==> config.mk <==
export PLATFORM = sky130hd
export DESIGN_NAME = gc3_queue
export DESIGN_NICKNAME = d
export VERILOG_FILES = /design/src/design/gc3_queue.sv
export SDC_FILE = /design/constraint.sdc
export NUM_CORES = 1
export LEC_CHECK = 0
export BUFFER_PORTS_ARGS = -buffer_cell sky130_fd_sc_hd__buf_4
export CORE_MARGIN = 3
export CORE_UTILIZATION = 52
export CTS_BUF_LIST = sky130_fd_sc_hd__clkbuf_4
export DETAILED_ROUTE_END_ITERATION = 16
export PLACE_DENSITY = 0.76
export SYNTH_ARGS = -nofsm -noshare
export SYNTH_HDL_FRONTEND = slang
export SYNTH_SLANG_ARGS = --single-unit
==> constraint.sdc <==
create_clock -name i_clk -period 1.7 [get_ports i_clk]
set_input_delay 0 -clock i_clk [delete_from_list [all_inputs] [get_ports i_clk]]
set_output_delay 0 -clock i_clk [all_outputs]
set_load 0.03 [all_outputs]
==> src/design/gc3_queue.sv <==
// two-entry queue that decouples the window front end from the arithmetic back end
// depends on nothing
`default_nettype none
module gc3_queue #(
    parameter int DW = 8
) (
    input  wire logic          i_clk,
    input  wire logic          i_rst_n,
    input  wire logic          i_push,
    input  wire logic [DW-1:0] i_data,
    output logic               o_full,
    input  wire logic          i_pop,
    output logic [DW-1:0]      o_data,
    output logic               o_empty
);
    logic [DW-1:0] r_data [2];
    logic          r_wp, r_rp;
    logic [1:0]    r_cnt;

    assign o_full  = (r_cnt == 2'd2);
    assign o_empty = (r_cnt == 2'd0);
    assign o_data  = r_data[r_rp];

    // pointers and fill count
    always_ff @(posedge i_clk) begin
        if (!i_rst_n) begin
            r_wp  <= 1'b0;
            r_rp  <= 1'b0;
            r_cnt <= 2'd0;
        end else begin
            if (i_push) r_wp <= ~r_wp;
            if (i_pop)  r_rp <= ~r_rp;
            r_cnt <= r_cnt + {1'b0, i_push} - {1'b0, i_pop};
        end
    end

    // entry storage
    always_ff @(posedge i_clk) begin
        if (i_push) r_data[r_wp] <= i_data;
    end
endmodule
`default_nettype wire

==> results of run 1 <==
through the flow:
stage | util | std cells | worst slack, ps
after global placement | 0.717 | 82 | 524
after CTS | 0.805 | 95 | 289
final | 0.805 | 95 | 304
after global routing | 0.805 | 95 | 253
after floorplan | - | 46 | 549
after detailed placement | 0.717 | 82 | 500
worst min-delay path by stage:
stage / cells after the start / start / slack, ps / to
after global placement: 1 / i_data[6] / 190 / r_data[0][6]
after global routing: 3 / i_push / 30 / r_wp
after CTS: 3 / i_push / 30 / r_wp
after detailed placement: 1 / i_data[1] / 190 / r_data[1][1]
after floorplan: 0 / i_data[0] / 100 / r_data[0][0]
final: 3 / i_push / 40 / r_wp
layout make-up:
| cell class | instances | area (um2) |
|---|---|---|
| flip-flops and latches | 21 | 581 |
| fillers | 85 | 267 |
| repair buffers | 31 | 255 |
| multi-input cells | 22 | 208 |
| clock buffers | 4 | 30.0 |
| well taps | 15 | 18.8 |
| inverters | 2 | 7.51 |
critical path: stages, from the launching register on:
cell and delay [ps]:
dfxtp_1 560, mux2_2 380, buf_4 170
power by group through the flow:
stage	registers, mW	logic [mW]	clock network [mW]
global placement	0.622	0.235	0
finish	0.614	0.259	0.239
floorplan	0.614	0.161	0
detailed placement	0.625	0.239	0
global route	0.617	0.278	0.268
CTS	0.615	0.262	0.248
registers in the layout, summed over array words and instances, names as in the netlist, named ones only:
signal	cells
r_cnt	2
r_wp	1
r_rp	1
r_data	16
cell usage in the layout (no fill, tap or decap):
cell type	synthesis	routed
xor2_1	1	1
nor2b_1	4	4
edfxtp_1	16	16
dlygate4sd3_1	0	9
nor2_1	1	1
mux2_2	8	8
dfxtp_1	5	5
inv_1	2	2
and2_1	4	4
o21a_1	1	1
buf_4	0	22
xnor3_1	1	1
clkbuf_4	0	4
ha_1	2	2
per-layer routing:
layer | routed length, um | global-route usage | share of wire
met1 | 520 | 0.176 | 0.37
met2 | 829 | 0.322 | 0.59
met3 | 48 | 0.0239 | 0.034
met4 | 6 | 0.0526 | 0.0043
met5 | 0 | 0 | 0
cells by family after synthesis:
logic type,after synthesis,share of synthesized area
compound gates,1,0.00938
flops,21,0.725
simple gates,9,0.0672
buf+inv,3,0.0156
mux,8,0.113
xor+xnor,2,0.0391
fa+ha+maj,2,0.0312
==> out/qor.yml, run 1 <==
placed_design:
  portBuffers: 21
  postPlaceCellArea_um2: 980
  hpwl_um: 930
  gp_congestion: 0.654
power:
  leakagePower_nw: 0.449
  combPwrFrac: 0.233
  power_switching_mw: 0.282
  p_clk_frac: 0.215
  ir_worst_vdd_uv: 670
  cellInternalPower_mw: 0.829
  p_per_area_mw_per_mm2: 1010
  p_sw_frac: 0.254
  power_frac_seq: 0.553
  p_total_mw: 1.11
run_status:
  status: "finished clean"
yosys:
  synth_cell_types: 12
  syn_area_um2: 801
  synth_enable_flop_cells: 16
  netlist_instances: 46
  ys_warn_count: 0
  ys.flop_type: "edfxtp_1"
  synthTopCellsByArea: "edfxtp_1 60%, dfxtp_1 13%, mux2_2 11%"
  yosysTopAreaCell: "edfxtp_1"
  yosysTopAreaCellShare: 0.600
  async_flop_share: 0
  synth.most_common_cell: "edfxtp_1"
  synthTopCellsByCount: "16 x edfxtp_1, 8 x mux2_2, 5 x dfxtp_1"
  ys_ff_latch: 21
  ys_seq_area_frac: 0.725
  syn_avg_cell_area_um2: 17.4
  syn_nets: 60
final_layout:
  final_nets: 95
  antennaDiodeCount: 0
  fin_area_mm2: 0.00110
  drive_gt1_frac: 0.425
  area_growth_pct: 37.3
clock_tree:
  root_buffer: "clkbuf_4"
  htree_levels: 1
  worstSkewPairLatency_ps: 290
  post_cts_resized: 0
  path_clk_slew_ps: 100
  clock_sinks: 21
  cts_made_buffers: 3
  cts_tree: "done"
  clk_path_buf_depth: 2
  cts_setup_buffers: 0
  postCtsHoldBufs: 9
sta:
  finalCriticalPeriod_ps: 1400
  fmax_ghz: 0.716
  relSlewSlack: 0.752
  fin_skew_ps: 1.73
  rsz0062_at_grt: "false"
  hold_ws_ps: 35.4
  setup_violations: 0
  min_period_over_period: 0.821
  fin_setup_tns_ps: 0
  max_slew.worst_pin.slew_ps: 371
  hold_viol: 0
  slew_viol_final: 0
setup_path:
  critPathArrivalTime_ps: 1400
  ff2ff_path_depth: 6
  crit_path_end: "o_data[4]"
  r2r-end: "r_cnt[1]"
  reg2reg_slack_ps: 440
  required_ps: 1700
  cp-end-kind: "output port"
  worst_r2r_startpoint: "r_cnt[0]"
  path_class: "flip-flop to output port"
  cp-start-kind: "flip-flop"
  worst-path-max-fanout: 8
die:
  die_y_um: 45.2
  pin_count: 22
  fp.dieArea_mm2: 0.00205
  die_w_um: 45.2
  initial_core_util: 0.586
  core_area_mm2: 0.00137
  row_count: 13
flow_run:
  maxCapViolations: 0
grt:
  grt_pass1_wl_mm: 2.29
  track_usage: 0.165
  grt_max_degree: 12
  antenna_found_initial: 0
  grt_pass1_vias: 507
  grt-ovfl-total: 0
drt:
  drc: 0
  totalWireLength_mm: 1.40
  avgRoutedWirePerCell_um: 14.8
  first_pass_iters: 3
  vias_per_cell: 4.95
  via_count: 470
  drt-initial-drc-count: 4
  antenna_left: 0
min_path:
  min_path_type: "input pin to flip-flop"
(Power assumes the default switching activity.)
==> inputs of run 2 (changes only) <==
--- a/config.mk
+++ b/config.mk
@@ -5,12 +5,13 @@
 export SDC_FILE = /design/constraint.sdc
 export NUM_CORES = 1
 export LEC_CHECK = 0
+export ABC_AREA = 1
 export BUFFER_PORTS_ARGS = -buffer_cell sky130_fd_sc_hd__buf_4
 export CORE_MARGIN = 3
-export CORE_UTILIZATION = 52
+export CORE_UTILIZATION = 53
 export CTS_BUF_LIST = sky130_fd_sc_hd__clkbuf_4
 export DETAILED_ROUTE_END_ITERATION = 16
-export PLACE_DENSITY = 0.76
+export PLACE_DENSITY = 0.77
 export SYNTH_ARGS = -nofsm -noshare
 export SYNTH_HDL_FRONTEND = slang
 export SYNTH_SLANG_ARGS = --single-unit
==> constraint.sdc (replaced) <==
create_clock -name i_clk -period 1.4 [get_ports i_clk]
set_input_delay 0 -clock i_clk [delete_from_list [all_inputs] [get_ports i_clk]]
set_output_delay 0 -clock i_clk [all_outputs]
set_load 0.03 [all_outputs]
==> run 2 against run 1 <==
  * Hold slack better by 390 ps
  * Sequential power increased by 19%
  * Clock-buffer cell count down 1
  * Clock skew grew 2.2 ps
  * Wire length increased by 13%
  * Total power up 19%
  * Via count is 18% higher
  * Synthesized area is 4.5% higher
  * Critical path type unchanged
  * Largest power group unchanged
==> out/qor.yml, run 2 <==
yosys:
  synthTopCellsByArea: "edfxtp_1 57%, mux2_4 14%, dfxtp_1 12%"
  synth_cell_types: 10  # -2
  yosysTopAreaCell: "edfxtp_1"
  ys.flop_type: "edfxtp_1"
  syn_avg_cell_area_um2: 14.4  # -17%
  syn_nets: 72  # +20%
  ys_ff_latch: 21  # unchanged
  ys_seq_area_frac: 0.694  # -0.0314
  yosysTopAreaCellShare: 0.574  # -0.0260
  ys_warn_count: 0  # unchanged
  async_flop_share: 0  # unchanged
  syn_area_um2: 837  # +4.5%
  synth_enable_flop_cells: 16  # unchanged
  synthTopCellsByCount: "16 x edfxtp_1, 9 x nor2_1, 8 x mux2_4, 8 x nand2_1, 7 x inv_1"
  netlist_instances: 58  # +26%
  synth.most_common_cell: "edfxtp_1"
clock_tree:
  htree_levels: 1  # unchanged
  clk_path_buf_depth: 2  # unchanged
  clock_sinks: 21  # unchanged
  cts_made_buffers: 3  # unchanged
  worstSkewPairLatency_ps: 300  # about the same
  cts_tree: "done"
  path_clk_slew_ps: 110  # about the same
  root_buffer: "clkbuf_4"
placed_design:
  postPlaceCellArea_mm2: 0.00102  # +3.8%
  hpwl_um: 975  # +4.9%
  portBuffers: 21  # unchanged
  gp_congestion: 0.733  # +12%
  dp_cells: 95  # +16%
drt:
  avgRoutedWirePerCell_um: 14.4  # -2.3%
  vias_per_cell: 5.05  # +2.2%
  antenna_left: 0  # unchanged
  drc: 0  # unchanged
  first_pass_iters: 5  # +2
  drt-initial-drc-count: 9  # +5
  totalWireLength_mm: 1.59  # +13%
  via_count: 556  # +18%
final_layout:
  fin_cells: 110  # +16%
  reg_top3: "r_data x16, r_cnt x2"
  final_nets: 110  # +16%
  nFillCells: 70  # -18%
  fin_area_mm2: 0.00116  # +5.7%
  finish.utilization: 0.841  # +0.0358
  antennaDiodeCount: 0  # unchanged
  layout_common_cells: "23 x buf_4, 16 x edfxtp_1, 11 x dlygate4sd3_1"
  multi_input_area_um2: 225  # +8.4%
  final_common_cell: "buf_4"
  area_growth_pct: 38.9
  seq_area_um2: 582  # +0.22%
  drive_gt1_frac: 0.400  # -0.0250
  largest_reg_flops: 16  # unchanged
  regMostFlops: "r_data"
grt:
  grt-ovfl-total: 0  # unchanged
  grt_max_degree: 13  # +1
  use_met2: 0.318  # -0.00449
  grt_pass1_wl_mm: 2.37  # +3.3%
  antenna_found_initial: 0  # unchanged
  grt.busiest_layer: "met2"
  groute.layer.met3.usage: 0.0356  # +0.0117
  gr-usage-met1: 0.172  # -0.00423
  grt_pass1_vias: 554  # +9.3%
  track_usage: 0.164  # -0.000366
min_path:
  whs_endpoint: "r_data[0][0]"
  min_from: "i_data[0]"
  min_path_type: "input pin to flip-flop"
  hold_path_depth: 2  # -1
sta:
  fin_skew_ps: 3.96  # +2.23 ps
  setup_violations: 0  # unchanged
  slew_viol_final: 0  # unchanged
  relSlewSlack: 0.799  # +0.0467
  rsz0062_at_grt: "false"
  finalCriticalPeriod_ps: 1310
  fin_setup_tns_ps: 0  # unchanged
  min_period_over_period: 0.938
  hold_viol: 0  # unchanged
  max_slew.worst_pin.slew_ps: 301  # -70.4 ps
  fmax_ghz: 0.761
setup_path:
  ff2ff_path_depth: 8  # +2
  required_ps: 1400  # -300 ps
  critPathArrivalTime_ps: 1310  # -90 ps
  cp-end-kind: "output port"
  path_class: "flip-flop to output port"
  r2r-end: "r_cnt[1]"
  reg2reg_slack_ps: 90  # -350 ps
  cp-start-kind: "flip-flop"
  worst-path-max-fanout: 8  # unchanged
  worst_r2r_startpoint: "r_cnt[0]"
power:
  leakagePower_nw: 0.522  # +16%
  ir_worst_vdd_uv: 809  # +21%
  p_total_mw: 1.32  # +19%
  p_per_area_mw_per_mm2: 1130  # +12%
die:
  pin_count: 22  # unchanged
  fp.dieArea_mm2: 0.00209  # +2.2%
  die_w_um: 45.7  # +1.1%
  initial_core_util: 0.605  # +0.0193
  core_area_mm2: 0.00138  # +1.2%
  row_count: 13  # unchanged
  die_y_um: 45.7  # +1.1%
run_status:
  status: "finished clean"
flow_run:
  maxCapViolations: 0  # unchanged
## run 2: metal layers
| metal | wire, um | vias up |
|---|---|---|
| met5 | 0 | - |
| met4 | 17 | 0 |
| met3 | 93 | 4 |
| met2 | 850 | 24 |
| met1 | 627 | 260 |
| li1 | - | 268 |
## run 2: where the power goes
part / switching [mW] / internal (mW) / total, mW
registers: 0.0181 / 0.714 / 0.733
clock network: 0.174 / 0.106 / 0.281
logic: 0.162 / 0.142 / 0.305
## run 2: area by class of cell
| type | instances | share of cell area |
|---|---|---|
| flip-flops and latches | 21 | 0.501 |
| multi-input cells | 29 | 0.194 |
| clock buffers | 3 | 0.0194 |
| clock inverters | 1 | 0.00431 |
| well taps | 15 | 0.0161 |
| inverters | 7 | 0.0226 |
| repair buffers | 34 | 0.243 |
## run 2: logic make-up after synthesis
kind of cell	Yosys count	synth area share
flip-flops	21	0.694
AND/OR/NAND/NOR	18	0.0822
buffers and inverters	8	0.0448
multiplexers	8	0.144
adder cells (fa/ha/maj)	2	0.0299
AO/OA/AOI/OAI	1	0.00597
## run 2: critical path: stages (launching register included)
cell,delay [ps]
dfxtp_1,330
buf_4,190
mux2_4,320
buf_4,170
## run 2: worst max-delay path by stage
stage	from	endpoint	slack [ps]	cells past startpoint
floorplan	r_cnt[0]	r_cnt[1]	200	8
global placement	r_cnt[0]	r_cnt[1]	180	8
detailed placement	r_cnt[0]	r_cnt[1]	100	8
CTS	r_cnt[0]	r_cnt[1]	50	8
global route	r_cnt[0]	r_cnt[1]	3	9
finish	flip-flop	o_data[3]	90	3
## run 2: stage by stage
| stage | worst slack (ps) | hold WS, ps |
|---|---|---|
| floorplan | 203 | 93.5 |
| global placement | 184 | 185 |
| detailed placement | 105 | 187 |
| CTS | 52.3 | 416 |
| global route | 2.57 | 425 |
| finish | 86.6 | 427 |
## run 2: repair_timing
item / CTS / global route
resized for setup: 0 / 3
hold buffers: 11 / 0
setup endpoints to repair: 0 / 1
endpoints found under the hold margin: 21 / 0
setup buffers: 0 / 0
==> inputs of run 3 (changes only) <==
--- a/config.mk
+++ b/config.mk
@@ -7,11 +7,14 @@
 export LEC_CHECK = 0
 export ABC_AREA = 1
 export BUFFER_PORTS_ARGS = -buffer_cell sky130_fd_sc_hd__buf_4
+export CAP_MARGIN = 0
+export CELL_PAD_IN_SITES_DETAIL_PLACEMENT = 0
+export CELL_PAD_IN_SITES_GLOBAL_PLACEMENT = 2
 export CORE_MARGIN = 3
-export CORE_UTILIZATION = 53
+export CORE_UTILIZATION = 35
 export CTS_BUF_LIST = sky130_fd_sc_hd__clkbuf_4
 export DETAILED_ROUTE_END_ITERATION = 16
-export PLACE_DENSITY = 0.77
+export PLACE_DENSITY = 0.75
 export SYNTH_ARGS = -nofsm -noshare
 export SYNTH_HDL_FRONTEND = slang
 export SYNTH_SLANG_ARGS = --single-unit
==> run 3 against run 2 <==
  * Total power down 2.1%
  * Clock-buffer cell count unchanged
  * Non-clock buffer count unchanged
  * Critical path depth unchanged
  * Critical endpoint is now o_data[5]
  * Highest routed layer unchanged
==> out/qor.yml, run 3 (same netlist as run 2, synthesis figures left out) <==
clock_tree:
  htree_levels: 1  # unchanged
  clk_path_buf_depth: 2  # unchanged
  root_buffer: "clkbuf_4"
  path_clk_slew_ps: 110  # about the same
  cts_made_buffers: 3  # unchanged
  worstSkewPairLatency_ps: 290  # about the same
  clock_sinks: 21  # unchanged
  cts_setup_buffers: 0  # unchanged
  cts_tree: "done"
drt:
  drt-initial-drc-count: 5  # -4
  antenna_left: 0  # unchanged
  via_count: 500  # -10%
  vias_per_cell: 4.07  # -20%
  avgRoutedWirePerCell_um: 10.1  # -30%
  drc: 0  # unchanged
  totalWireLength_mm: 1.24  # -22%
  first_pass_iters: 4  # -1
power:
  ir_worst_vdd_uv: 607  # -25%
  p_total_mw: 1.29  # -2.1%
  p_per_area_mw_per_mm2: 1100  # -2.9%
  leakagePower_nw: 0.521  # about the same
setup_path:
  worst_r2r_startpoint: "r_cnt[0]"
  ff2ff_path_depth: 8  # unchanged
  required_ps: 1400  # about the same
  crit_path_end: "o_data[5]"
  worst-path-max-fanout: 8  # unchanged
  path_class: "flip-flop to output port"
  reg2reg_slack_ps: 140  # +50 ps
  cp-start-kind: "flip-flop"
  critPathArrivalTime_ps: 1280  # -30 ps
  cp-end-kind: "output port"
  r2r-end: "r_cnt[1]"
sta:
  slew_viol_final: 0  # unchanged
  hold_viol: 0  # unchanged
  fin_setup_tns_ps: 0  # unchanged
  rsz0062_at_grt: "false"
  min_period_over_period: 0.917  # -0.0207
  fin_skew_ps: 1.54  # -2.42 ps
  finalCriticalPeriod_ps: 1280  # -29.0 ps
  fmax_ghz: 0.779  # +2.3%
  max_slew.worst_pin.slew_ps: 307  # +5.50 ps
  setup_violations: 0  # unchanged
  relSlewSlack: 0.795  # -0.00367
grt:
  track_usage: 0.0973  # -0.0669
  antenna_found_initial: 0  # unchanged
  grt_pass1_wl_mm: 1.98  # -16%
  grt-ovfl-total: 0  # unchanged
  grt_max_degree: 13  # unchanged
  grt_pass1_vias: 447  # -19%
final_layout:
  fin_cells: 123  # +12%
  regMostFlops: "r_data"
  final_common_cell: "buf_4"
  largest_reg_flops: 16  # unchanged
  drive_gt1_frac: 0.379  # -0.0211
  antennaDiodeCount: 0  # unchanged
  reg_top3: "r_data x16, r_cnt x2"
  layout_common_cells: "23 x buf_4, 16 x edfxtp_1, 11 x dlygate4sd3_1"
  area_growth_pct: 40.1
  final_nets: 110  # unchanged
placed_design:
  hpwl_um: 900  # -7.8%
  portBuffers: 21  # unchanged
  gp_congestion: 0.640  # -13%
  dp_cells: 108  # +14%
die:
  core_area_mm2: 0.00223  # +62%
  die_w_um: 54.9  # +20%
  row_count: 17  # +4
  initial_core_util: 0.375  # -0.231
  die_y_um: 54.9  # +20%
  fp.dieArea_mm2: 0.00301  # +44%
  pin_count: 22  # unchanged
run_status:
  status: "finished clean"
flow_run:
  maxCapViolations: 0  # unchanged
min_path:
  min_path_type: "input pin to flip-flop"
[run 3: final cells by class]
cell class | count | area (um2)
clock buffers | 3 | 22.5
clock inverters | 1 | 5.00
fillers | 205 | 1060
inverters | 7 | 26.3
multi-input cells | 29 | 219
flip-flops and latches | 21 | 582
well taps | 28 | 35.0
repair buffers | 34 | 283
[run 3: power by group]
part / leakage, nW / switching (mW) / internal [mW]
sequential: 0.192 / 0.0153 / 0.714
combinational: 0.312 / 0.146 / 0.139
clock: 0.0177 / 0.171 / 0.106
total: 0.521 / 0.332 / 0.959
[run 3: routing by layer]
metal / global-route usage / share of wire / wire length [um] / up-vias
met3: 0.0268 / 0.056 / 69 / 2
met1: 0.126 / 0.43 / 535 / 218
met4: 0.0607 / 0.017 / 21 / 0
met2: 0.144 / 0.49 / 613 / 11
li1: - / - / - / 269
met5: 0 / 0 / 0 / -
[run 3: how the worst min path moves through the flow]
stage                          from            to  slack [ps]  cells after the start
after floorplan             i_rst_n      r_cnt[0]          90                      2
after global placement    i_data[1]  r_data[1][1]         180                      1
after detailed placement  i_data[6]  r_data[0][6]         190                      1
after CTS                 i_data[0]  r_data[1][0]         410                      2
after global routing      i_data[6]  r_data[0][6]         410                      2
final                     i_data[0]  r_data[0][0]         420                      2
[run 3: repair_timing]
item,CTS,global route
gates resized for setup,0,1
hold buffers,11,0
hold endpoints to repair,21,0
endpoints found under the setup margin,0,1
[run 3: critical path, stage by stage, from the launching register on]
cell and delay [ps]:
dfxtp_1 320, buf_4 190, mux2_4 310, buf_4 170
[run 3: stage by stage]
stage | hold WS, ps | util | area (um2) | worst slack [ps]
floorplan | 93.5 | - | 837 | 203
global placement | 185 | 0.463 | 1030 | 174
detailed placement | 188 | 0.463 | 1030 | 126
CTS | 411 | 0.524 | 1170 | 89.9
global route | 413 | 0.525 | 1170 | 20.4
finish | 423 | 0.525 | 1170 | 116
